## config.mk

```make
export PLATFORM = sky130hd
export DESIGN_NAME = netpbm_body_to_gray_top
export DESIGN_NICKNAME = d
export VERILOG_FILES = /design/src/sv/nbg_pkg.sv /design/src/sv/netpbm_body_to_gray_top.sv /design/src/sv/nbg_ctrl.sv /design/src/sv/nbg_dp.sv
export SDC_FILE = /design/constraint.sdc
export NUM_CORES = 1
export LEC_CHECK = 0
export BUFFER_PORTS_ARGS = -buffer_cell sky130_fd_sc_hd__buf_2
export CORE_ASPECT_RATIO = 0.75
export CORE_MARGIN = 2
export CORE_UTILIZATION = 61
export DETAILED_ROUTE_END_ITERATION = 12
export GPL_ROUTABILITY_DRIVEN = 0
export PLACE_DENSITY_LB_ADDON = 0.08
export SYNTH_ARGS = -nofsm -noshare
export SYNTH_HDL_FRONTEND = slang
export SYNTH_SLANG_ARGS = --single-unit
```

## constraint.sdc

```tcl
create_clock -name clock -period 9 [get_ports clock]
set_clock_uncertainty 0.2 [all_clocks]
set_input_delay 0.9 -clock clock [delete_from_list [all_inputs] [get_ports clock]]
set_output_delay 0.9 -clock clock [all_outputs]
set_load 0.01 [all_outputs]
```

## src/sv/nbg_pkg.sv

```systemverilog
// Shared types and constants for the Netpbm body to gray converter.
// Used by nbg_ctrl, nbg_dp and netpbm_body_to_gray_top; no dependencies.
package nbg_pkg;

   // Q16 BT.601 luma weights, sum 65536
   localparam logic [15:0] W_RED   = 16'd19595;
   localparam logic [15:0] W_GREEN = 16'd38470;
   localparam logic [15:0] W_BLUE  = 16'd7471;

   localparam int SAMPLE_W = 16;
   localparam int NUM_W    = 25;   // scaled numerator, below 2^25
   localparam int QUOT_W   = 8;
   localparam int STEP_W   = 3;

   // colour channel codes
   localparam logic [1:0] CH_RED   = 2'd0;
   localparam logic [1:0] CH_GREEN = 2'd1;
   localparam logic [1:0] CH_BLUE  = 2'd2;

   // register indexes
   typedef logic [0:0] csr_index_type;
   localparam csr_index_type CSR_MAX_VALUE  = 1'd0;
   localparam csr_index_type CSR_COLOR_MODE = 1'd1;

   typedef enum logic [5:0] {
      ST_IDLE = 6'b000001,
      ST_PREP = 6'b000010,
      ST_NUM  = 6'b000100,
      ST_SAT  = 6'b001000,
      ST_DIV  = 6'b010000,
      ST_EMIT = 6'b100000
   } state_type;

   typedef struct packed {
      logic take;        // input beat accepted
      logic prep;        // weight/accumulate or form gray numerator
      logic load_luma;   // form colour numerator from the accumulator
      logic sat_check;   // compare against 256 * max
      logic div_step;    // one restoring quotient step
      logic emit;        // load the output register
   } cmd_type;

   typedef struct packed {
      logic sample_ready;  // accepted beat completes a sample
      logic pixel_ready;   // captured sample completes a pixel
      logic luma_path;     // colour mode
      logic saturate;      // quotient would exceed 255
      logic div_last;      // final quotient step
      logic out_free;      // output register can take a result
   } stat_type;

   function automatic logic [15:0] luma_weight(input logic [1:0] ch);
      logic [15:0] w;
      case (ch)
         CH_RED:   w = W_RED;
         CH_GREEN: w = W_GREEN;
         default:  w = W_BLUE;
      endcase
      return w;
   endfunction

endpackage

```

## src/sv/netpbm_body_to_gray_top.sv

```systemverilog
// Netpbm body to gray converter: takes P5/P6 body bytes one beat at a time
// (two bytes per sample, high first, when max_value exceeds 255) and returns
// one 8-bit gray value per pixel, round(sample*255/max) for gray images and
// round(luma*255/max) with Q16 BT.601 weights for colour images, clamped to
// 255. A byte that completes no pixel is taken while idle, and a colour red or
// green sample then passes the prep state to accumulate; a completed pixel
// passes prep, the numerator state in colour mode, the saturation check, the
// 8-step restoring divider and emit, skipping the divider when the value
// saturates, and emit waits for the output register. The output register lets
// a finished beat wait while the next byte is taken. frame_start restarts byte
// and channel phase. Depends on nbg_pkg, nbg_ctrl and nbg_dp.
module netpbm_body_to_gray_top (
   input  logic                   clock,
   input  logic                   reset,
   input  logic                   csr_write_enable,
   input  nbg_pkg::csr_index_type csr_index,
   input  logic [15:0]            csr_write_data,
   input  logic                   req_valid,
   output logic                   req_stall,
   input  logic [7:0]             req_data_byte,
   input  logic                   req_frame_start,
   output logic                   rsp_valid,
   input  logic                   rsp_stall,
   output logic [7:0]             rsp_gray_pixel
);
   import nbg_pkg::*;

   cmd_type  cmd;
   stat_type stat;

   nbg_ctrl u_ctrl (
      .clock     (clock),
      .reset     (reset),
      .req_valid (req_valid),
      .req_stall (req_stall),
      .stat      (stat),
      .cmd       (cmd)
   );

   nbg_dp u_dp (
      .clock            (clock),
      .reset            (reset),
      .csr_write_enable (csr_write_enable),
      .csr_index        (csr_index),
      .csr_write_data   (csr_write_data),
      .req_data_byte    (req_data_byte),
      .req_frame_start  (req_frame_start),
      .rsp_valid        (rsp_valid),
      .rsp_stall        (rsp_stall),
      .rsp_gray_pixel   (rsp_gray_pixel),
      .cmd              (cmd),
      .stat             (stat)
   );

endmodule

```

## src/sv/nbg_ctrl.sv

```systemverilog
// Controller state machine of the Netpbm body to gray converter.
// Depends on nbg_pkg; drives the command struct of nbg_dp.
module nbg_ctrl (
   input  logic              clock,
   input  logic              reset,
   input  logic              req_valid,
   output logic              req_stall,
   input  nbg_pkg::stat_type stat,
   output nbg_pkg::cmd_type  cmd
);
   import nbg_pkg::*;

   state_type state_ff, state_in;

   assign req_stall = (state_ff != ST_IDLE);

   always_comb begin
      cmd           = '0;
      cmd.take      = req_valid && (state_ff == ST_IDLE);
      cmd.prep      = (state_ff == ST_PREP);
      cmd.load_luma = (state_ff == ST_NUM);
      cmd.sat_check = (state_ff == ST_SAT);
      cmd.div_step  = (state_ff == ST_DIV);
      cmd.emit      = (state_ff == ST_EMIT) && stat.out_free;
   end

   always_comb begin
      state_in = state_ff;
      unique case (state_ff)
         ST_IDLE: begin
            if (cmd.take && stat.sample_ready) state_in = ST_PREP;
         end
         ST_PREP: begin
            if (!stat.pixel_ready) state_in = ST_IDLE;
            else if (stat.luma_path) state_in = ST_NUM;
            else state_in = ST_SAT;
         end
         ST_NUM: state_in = ST_SAT;
         ST_SAT: begin
            state_in = stat.saturate ? ST_EMIT : ST_DIV;
         end
         ST_DIV: begin
            if (stat.div_last) state_in = ST_EMIT;
         end
         ST_EMIT: begin
            if (stat.out_free) state_in = ST_IDLE;
         end
         default: state_in = ST_IDLE;
      endcase
   end

   always_ff @(posedge clock) begin
      if (reset) begin
         state_ff <= ST_IDLE;
      end else begin
         state_ff <= state_in;
      end
   end

   a_div_runs: assert property (@(posedge clock) disable iff (reset)
      (state_ff == ST_DIV) && !stat.div_last |=> state_ff == ST_DIV)
      else $error("divider left before its last step");

   a_half_sample: assert property (@(posedge clock) disable iff (reset)
      cmd.take && !stat.sample_ready |=> state_ff == ST_IDLE)
      else $error("high byte started a computation");

   a_partial_pixel: assert property (@(posedge clock) disable iff (reset)
      (state_ff == ST_PREP) && !stat.pixel_ready |=> state_ff == ST_IDLE && !req_stall)
      else $error("partial colour pixel did not return to idle");

endmodule

```

## src/sv/nbg_dp.sv

```systemverilog
// Datapath of the Netpbm body to gray converter: registers, sample assembly,
// luma accumulation, saturating restoring divider and output register.
// Depends on nbg_pkg; commanded by nbg_ctrl.
module nbg_dp (
   input  logic                  clock,
   input  logic                  reset,
   input  logic                  csr_write_enable,
   input  nbg_pkg::csr_index_type csr_index,
   input  logic [15:0]           csr_write_data,
   input  logic [7:0]            req_data_byte,
   input  logic                  req_frame_start,
   output logic                  rsp_valid,
   input  logic                  rsp_stall,
   output logic [7:0]            rsp_gray_pixel,
   input  nbg_pkg::cmd_type      cmd,
   output nbg_pkg::stat_type     stat
);
   import nbg_pkg::*;

   logic [15:0]          max_value_ff, max_value_in;
   logic                 color_mode_ff, color_mode_in;
   logic [7:0]           high_byte_ff, high_byte_in;
   logic                 byte_phase_ff, byte_phase_in;
   logic [1:0]           channel_ff, channel_in;
   logic [31:0]          acc_ff, acc_in;
   logic [SAMPLE_W-1:0]  sample_ff, sample_in;
   logic [1:0]           ch_cap_ff, ch_cap_in;
   logic [NUM_W-1:0]     num_ff, num_in;
   logic [QUOT_W-1:0]    quot_ff, quot_in;
   logic [STEP_W-1:0]    step_ff, step_in;
   logic [7:0]           rsp_data_ff, rsp_data_in;
   logic                 rsp_valid_ff, rsp_valid_in;

   logic [15:0]          eff_max;
   logic                 wide;
   logic                 phase_now;
   logic [1:0]           ch_now;
   logic [SAMPLE_W-1:0]  sample_now;
   logic [31:0]          prod;
   logic [31:0]          acc_base;
   logic [40:0]          luma_scaled;
   logic [NUM_W-1:0]     gray_scaled;
   logic [NUM_W-1:0]     sat_limit;
   logic [NUM_W-1:0]     trial;
   logic                 fits;

   assign eff_max   = (max_value_ff == 16'd0) ? 16'd1 : max_value_ff;
   assign wide      = |eff_max[15:8];
   assign phase_now = req_frame_start ? 1'b0 : byte_phase_ff;
   assign ch_now    = req_frame_start ? CH_RED : channel_ff;
   assign sample_now = wide ? {high_byte_ff, req_data_byte} : {8'd0, req_data_byte};

   assign prod     = 32'(luma_weight(ch_cap_ff)) * 32'(sample_ff);
   assign acc_base = (ch_cap_ff == CH_RED) ? 32'd0 : acc_ff;

   // colour: (acc*255 + max*2^15) >> 16, divided by max afterwards
   assign luma_scaled = {1'b0, acc_ff, 8'd0} - {9'd0, acc_ff} + {10'd0, eff_max, 15'd0};
   // gray: sample*255 + floor(max/2), divided by max afterwards
   assign gray_scaled = {1'b0, sample_ff, 8'd0} - {9'd0, sample_ff}
                        + {10'd0, eff_max[15:1]};

   assign sat_limit = {1'b0, eff_max, 8'd0};
   assign trial     = {9'd0, eff_max} << step_ff;
   assign fits      = (num_ff >= trial);

   assign stat.sample_ready = !(wide && !phase_now);
   assign stat.pixel_ready  = !color_mode_ff || ((ch_cap_ff != CH_RED) && (ch_cap_ff != CH_GREEN));
   assign stat.luma_path    = color_mode_ff;
   assign stat.saturate     = (num_ff >= sat_limit);
   assign stat.div_last     = (step_ff == '0);
   assign stat.out_free     = !rsp_valid_ff || !rsp_stall;

   assign rsp_valid      = rsp_valid_ff;
   assign rsp_gray_pixel = rsp_data_ff;

   always_comb begin
      max_value_in  = max_value_ff;
      color_mode_in = color_mode_ff;
      if (csr_write_enable) begin
         unique case (csr_index)
            CSR_MAX_VALUE:  max_value_in  = csr_write_data;
            CSR_COLOR_MODE: color_mode_in = csr_write_data[0];
            default: ;
         endcase
      end
   end

   always_comb begin
      high_byte_in  = high_byte_ff;
      byte_phase_in = byte_phase_ff;
      channel_in    = channel_ff;
      sample_in     = sample_ff;
      ch_cap_in     = ch_cap_ff;
      if (cmd.take) begin
         if (wide && !phase_now) begin
            // hold the high byte and wait for the low one
            high_byte_in  = req_data_byte;
            byte_phase_in = 1'b1;
            channel_in    = ch_now;
         end else begin
            byte_phase_in = 1'b0;
            sample_in     = sample_now;
            ch_cap_in     = ch_now;
            if (!color_mode_ff) channel_in = CH_RED;
            else if (ch_now == CH_RED) channel_in = CH_GREEN;
            else if (ch_now == CH_GREEN) channel_in = CH_BLUE;
            else channel_in = CH_RED;
         end
      end
   end

   always_comb begin
      acc_in  = acc_ff;
      num_in  = num_ff;
      quot_in = quot_ff;
      step_in = step_ff;
      if (cmd.prep) begin
         if (color_mode_ff) acc_in = acc_base + prod;
         else num_in = gray_scaled;
      end
      if (cmd.load_luma) num_in = luma_scaled[40:16];
      if (cmd.sat_check) begin
         quot_in = stat.saturate ? '1 : '0;
         step_in = '1;
      end
      if (cmd.div_step) begin
         if (fits) num_in = num_ff - trial;
         quot_in = {quot_ff[QUOT_W-2:0], fits};
         step_in = step_ff - STEP_W'(1);
      end
   end

   always_comb begin
      rsp_data_in  = rsp_data_ff;
      rsp_valid_in = rsp_valid_ff && rsp_stall;
      if (cmd.emit) begin
         rsp_data_in  = quot_ff;
         rsp_valid_in = 1'b1;
      end
   end

   always_ff @(posedge clock) begin
      if (reset) begin
         max_value_ff  <= 16'd255;
         color_mode_ff <= 1'b0;
         high_byte_ff  <= 8'd0;
         byte_phase_ff <= 1'b0;
         channel_ff    <= CH_RED;
         acc_ff        <= 32'd0;
         rsp_valid_ff  <= 1'b0;
      end else begin
         max_value_ff  <= max_value_in;
         color_mode_ff <= color_mode_in;
         high_byte_ff  <= high_byte_in;
         byte_phase_ff <= byte_phase_in;
         channel_ff    <= channel_in;
         acc_ff        <= acc_in;
         rsp_valid_ff  <= rsp_valid_in;
      end
   end

   always_ff @(posedge clock) begin
      sample_ff   <= sample_in;
      ch_cap_ff   <= ch_cap_in;
      num_ff      <= num_in;
      quot_ff     <= quot_in;
      step_ff     <= step_in;
      rsp_data_ff <= rsp_data_in;
   end

   a_div_start: assert property (@(posedge clock) disable iff (reset)
      cmd.sat_check && !stat.saturate |=> step_ff == '1 && quot_ff == '0)
      else $error("divider not primed after saturation check");

   a_emit_loads: assert property (@(posedge clock) disable iff (reset)
      cmd.emit |=> rsp_valid_ff && rsp_data_ff == $past(quot_ff))
      else $error("result not loaded into output register");

   a_rsp_hold: assert property (@(posedge clock) disable iff (reset)
      rsp_valid_ff && rsp_stall |=> rsp_valid_ff && $stable(rsp_data_ff))
      else $error("stalled result beat changed");

endmodule
```

Word level (Yosys, flattened, before mapping)
Index checks and enable logic that the tools add are counted.
{ "classes": {"add_sub_neg": 7, "n_mul": 1, "order_cmp": 2, "eq_ne": 13, "n_shift": 1, "n_mux": 28, "bitwise_logic": 2, "reduce_logical": 26} }
{ "op_table": {"columns": ["op", "n"], "rows": [
  ["two-way mux 25 bit", 5],
  ["adder 41 x 31 -> 41 bit", 1],
  ["subtractor 40 x 32 -> 41 bit", 1],
  ["one-hot mux 6 bit (6 select lines)", 1],
  ["adder 32 bit", 1],
  ["multiplier 16 x 16 -> 32 bit", 1],
  ["two-way mux 32 bit", 1],
  ["one-hot mux 16 bit (2 select lines)", 1],
  ["two-way mux 6 bit", 5],
  ["adder 25 x 15 -> 25 bit", 1],
  [">= comparator 25 x 24 -> 1 bit", 1],
  [">= comparator 25 bit", 1],
  ["left shift 16 x 3 -> 25 bit", 1],
  ["subtractor 24 x 16 -> 25 bit", 1],
  ["subtractor 25 bit", 1],
  ["two-way mux 8 bit", 3],
  ["zero test 16 bit", 1],
  ["two-way mux 16 bit", 1],
  ["two-way mux 2 bit", 5],
  ["AND reduction 2 bit", 5],
  ["OR reduction 8 bit", 1],
  ["equality test 6 x 1 -> 1 bit, second input constant", 1],
  ["equality test 6 x 2 -> 1 bit, second input constant", 1],
  ["equality test 6 x 3 -> 1 bit, second input constant", 1],
  ["other kinds (19)", 38]
]} }
{ "word_totals": {"regBits": 129, "in_bits": 31, "out_inout_bits": 10, "elab_cells": 95} }

Longest topological paths before layout
{ "logic_depth": {"ltp_word": 8, "mapped_depth": 27} }

By module
A second synthesis with hierarchy kept.
{ "unflattened": {"cells_unflattened": 2251, "area_unflattened_um2": 19092.1} }
{ "modules_own_cells": {"columns": ["module", "n_inst", "cells_each", "area_each_um2", "seq_area_each_um2"], "rows": [
  ["nbg_dp", 1, 2204, 18645.4, 2832.7],
  ["nbg_ctrl", 1, 47, 446.7, 120.1]
]} }

Worst setup path after synthesis
No wires, ideal clock.
{ "synth_path": {"kind": "reg-to-reg", "start": "reg u_dp.ch_cap_ff[1]", "end": "reg u_dp.acc_ff[31]", "setup_ns": 0.106, "arrival_time_ns": 6.316, "required_ns": 8.694, "path_slack_ns": 2.378, "stages_incl_launch_ff": 25, "path_buffers": 2, "synth_period_minus_slack_ns": 6.622, "cell_sequence": "edfxtp_1 or2_2 clkbuf_1 clkbuf_1 nor2_1 inv_1 fa_1 inv_1 fa_1 fa_1 fa_1 fa_1 inv_1 fa_1 inv_1 ha_1 a21oi_1 nor2_1 a211oi_1 nand2b_1 o2111ai_1 a21oi_1 or4_1 a311o_1 o311ai_0"} }
{ "synth_via": {"elab_chain_len": 4, "word_cells_on_any_way": 6, "cone_classes": "add/sub: 1; mul: 1; eq/ne: 1; mux: 2; reduce/logical: 1"} }
{ "synth_rtl": {"columns": ["item", "line", "text"], "rows": [
  ["from (decl)", "nbg_dp.sv:27", "logic [1:0] ch_cap_ff, ch_cap_in;"],
  ["from (signal assigned)", "nbg_dp.sv:164", "ch_cap_ff <= ch_cap_in;"],
  ["equality test 2 x 1 -> 1 bit or zero test 2 bit (tied branches)", "nbg_pkg.sv:54, nbg_dp.sv:54", null],
  ["one-hot mux 16 bit (2 select lines)", "nbg_pkg.sv:54", "case (ch)"],
  ["multiplier 16 x 16 -> 32 bit", "nbg_dp.sv:53", "assign prod = 32'(luma_weight(ch_cap_ff)) * 32'(sample_ff);"],
  ["adder 32 bit (*)", "nbg_dp.sv:118", "if (color_mode_ff) acc_in = acc_base + prod;"],
  ["to (signal assigned)", "nbg_dp.sv:157", "acc_ff <= acc_in;"],
  ["to (decl)", "nbg_dp.sv:25", "logic [31:0] acc_ff, acc_in;"]
]} }
Mark *: on every way between the ends. The rest lies on a longest branch, timed or not.
A chain may end at the register's enable or synchronous reset.

Worst setup path in the final report
{ "layout_path": {"start": "reg u_dp.ch_cap_ff[1]", "end": "reg u_dp.acc_ff[30]"} }
The elaborated chain is that of the path after synthesis.

==> metrics.cfg <==
[run_status]
status=finished clean

[route]
drt_iter0_drc=1287
drc=0
finalWirelength_um=52700
postRouteAntennaNets=0
via_per_inst=6.00
wl_per_cell_um=19.9
vias=15858
dr.pass1.iters=7

[critical_path]
cpMostUsedCell=fa_1
critPathSlowestCell=o41ai_1
end_kind=flop
timing.rr.start=u_dp.ch_cap_ff[1]
rr_worst_depth=23
timing.rr.end=u_dp.acc_ff[30]
crit_type=flop to flop
crit_path_start_kind=flop
max_stage_delay_ns=0.89
crit_path_max_fanout=16
crit_chain=buf_4 -> nand2b_1 -> nor2_1 -> inv_1 -> fa_1 -> fa_1 -> fa_1 -> fa_1 -> inv_1 -> fa_1 -> inv_1 -> fa_1 -> inv_1 -> ha_1 -> o21ai_0 -> o21ai_0 -> a211oi_1 -> a211oi_1 -> o41ai_1 -> o21ai_0 -> a21oi_1 -> xor2_1 -> o21ai_0
r2r_slack_ns=0.97
cp.arrival_ns=8.16
required_ns=9.13

[sta]
min_period_ns=8.03
worst_slew_pin_slew_ns=1.08
tns_ns=0
drv_slew=0
slew_headroom_pct=27.1
setup_viol=0
timing.final.ws_setup_ns=0.974
hold_viol_final=0
fmax_mhz=125
post-route-period-util_pct=89.2
rsz0062_at_grt=no

[synthesis]
yosysSeqAreaShare_pct=15.6
syn_inst=2225
synth_ff_type=dfxtp_1
yosysWarnings=0
yosys.area.top_type=fa_1
synth_edf_count=37
avgSynthCellArea_um2=8.50
synth_cell_types=79
synth_top_area_share_pct=22.8
ys_ff_latch=129
synth_area_um2=18900
synthArstFlopShare_pct=0
synth_top_cells_by_area=fa_1 23%, ha_1 16%, dfxtp_1 9.7%
synthesis.nets=2715

[grt]
grt_pass1_wl_um=84600
antenna_found_initial=0
grt_overflow=0
track_usage_pct=33.8
grt_max_degree=73
grt_pass1_vias=15585

[place]
place_area_um2=19500
place_ws_ns=1.26
dpl.hpwl_um=43900
port_buffers=40

[clocking]
post-cts-setup-buffers=0
path_clk_slew_ns=0.06
clkSinkCount=129
htree_levels=4
cts_buffer_depth=2
cts_buffers=17
cts_tree=yes
cts.repair.resized=0
worstSkewPairLatency_ns=0.45
cts_root_buf=clkbuf_16
ctsHoldBuffers=0

[cells_and_area]
layout_commonest_cell=inv_1
layout-drive-gt1-share_pct=5.43
final_area_um2=20000
final_cell_mix=455 x inv_1, 244 x ha_1, 215 x fa_1
final_util_pct=66.0
diodes=0
final_nets=2723
areaGrowthSynthToFinish_pct=5.86

[floorplanning]
pin_count=41
fp.dieW_um=207
dieHeight_um=156
start_util_pct=62.3
placementRows=55
die-area_um2=32400
coreArea_um2=30300

[worst_hold_path]
hold_depth=0
hold_class=flop to flop
min_from=u_dp.quot_ff[7]
worstHoldEndpoint=u_dp.rsp_gray_pixel[7]

[run]
drv_cap=0

## worst max-delay path: cells and delay by family, from the launching register on
kind                       cells  cell delay [ns]
DFF                            1             0.55
buffers and inverters          5             0.50
and+or+nand+nor                2             1.01
AOI/OAI and AO/OA              8             2.18
adders and majority gates      7             3.26
xor gates and xnor gates       1             0.16
## synth_stat cells (all sizes together), types with 30 or more instances
cell type,count
inv,455
nor3,30
nand2,189
mux2i,30
nor2,158
ha,244
fa,215
xnor2,48
a21oi,138
o21ai,86
clkbuf,57
dfxtp,92
edfxtp,37
a211oi,36
a21o,38
## cell families after synthesis
logic type / synth area share (%)
fa+ha+maj: 38.9
xor+xnor: 3.52
buf+inv: 10.4
flops: 15.6
compound gates: 14.8
simple gates: 14.3
mux: 2.42
## per-layer routing
| layer | track usage [%] | routed length, µm |
|---|---|---|
| met1 | 50.0 | 24700 |
| met4 | 8.95 | 1240 |
| met5 | 0 | 0 |
| met2 | 48.6 | 21400 |
| met3 | 9.43 | 5450 |
## layout make-up
cell class	instances	area, µm²
Multi-Input combinational cell	1574	14000
Fill cell	2563	10300
Inverter	456	1710
Tap cell	399	499
Timing Repair Buffer	55	313
Clock inverter	15	106
Sequential cell	129	2950
Clock buffer	17	425
## state kept, by name, summed over array words and instances, names as in the netlist
register / cells
u_ctrl.state_ff: 6
u_dp.acc_ff: 32
u_dp.byte_phase_ff: 1
u_dp.ch_cap_ff: 2
u_dp.channel_ff: 2
u_dp.color_mode_ff: 1
u_dp.high_byte_ff: 8
u_dp.max_value_ff: 16
u_dp.num_ff: 25
u_dp.quot_ff: 8
u_dp.rsp_gray_pixel: 8
u_dp.rsp_valid: 1
u_dp.sample_ff: 16
u_dp.step_ff: 3
## through the flow
stage / hold WS [ns] / instances
after floorplan: 0.200 / 2225
after global placement: 0.220 / 2613
after detailed placement: 0.218 / 2613
after CTS: 0.233 / 2645
after global routing: 0.244 / 2645
final: 0.227 / 2645
## worst max-delay path by stage
| stage | start | to | slack, ns | cells after the start |
|---|---|---|---|---|
| floorplan | u_dp.ch_cap_ff[1] | u_dp.acc_ff[31] | 2.38 | 24 |
| global placement | u_dp.ch_cap_ff[1] | u_dp.acc_ff[30] | 1.46 | 23 |
| detailed placement | u_dp.ch_cap_ff[1] | u_dp.acc_ff[30] | 1.26 | 23 |
| CTS | u_dp.ch_cap_ff[1] | u_dp.acc_ff[30] | 1.23 | 23 |
| global route | u_dp.ch_cap_ff[1] | u_dp.acc_ff[30] | 0.52 | 23 |
| finish | u_dp.ch_cap_ff[1] | u_dp.acc_ff[30] | 0.97 | 23 |
Power is not shown: default switching activity piles up to over one toggle a cycle in this logic, so the estimate is an artifact.
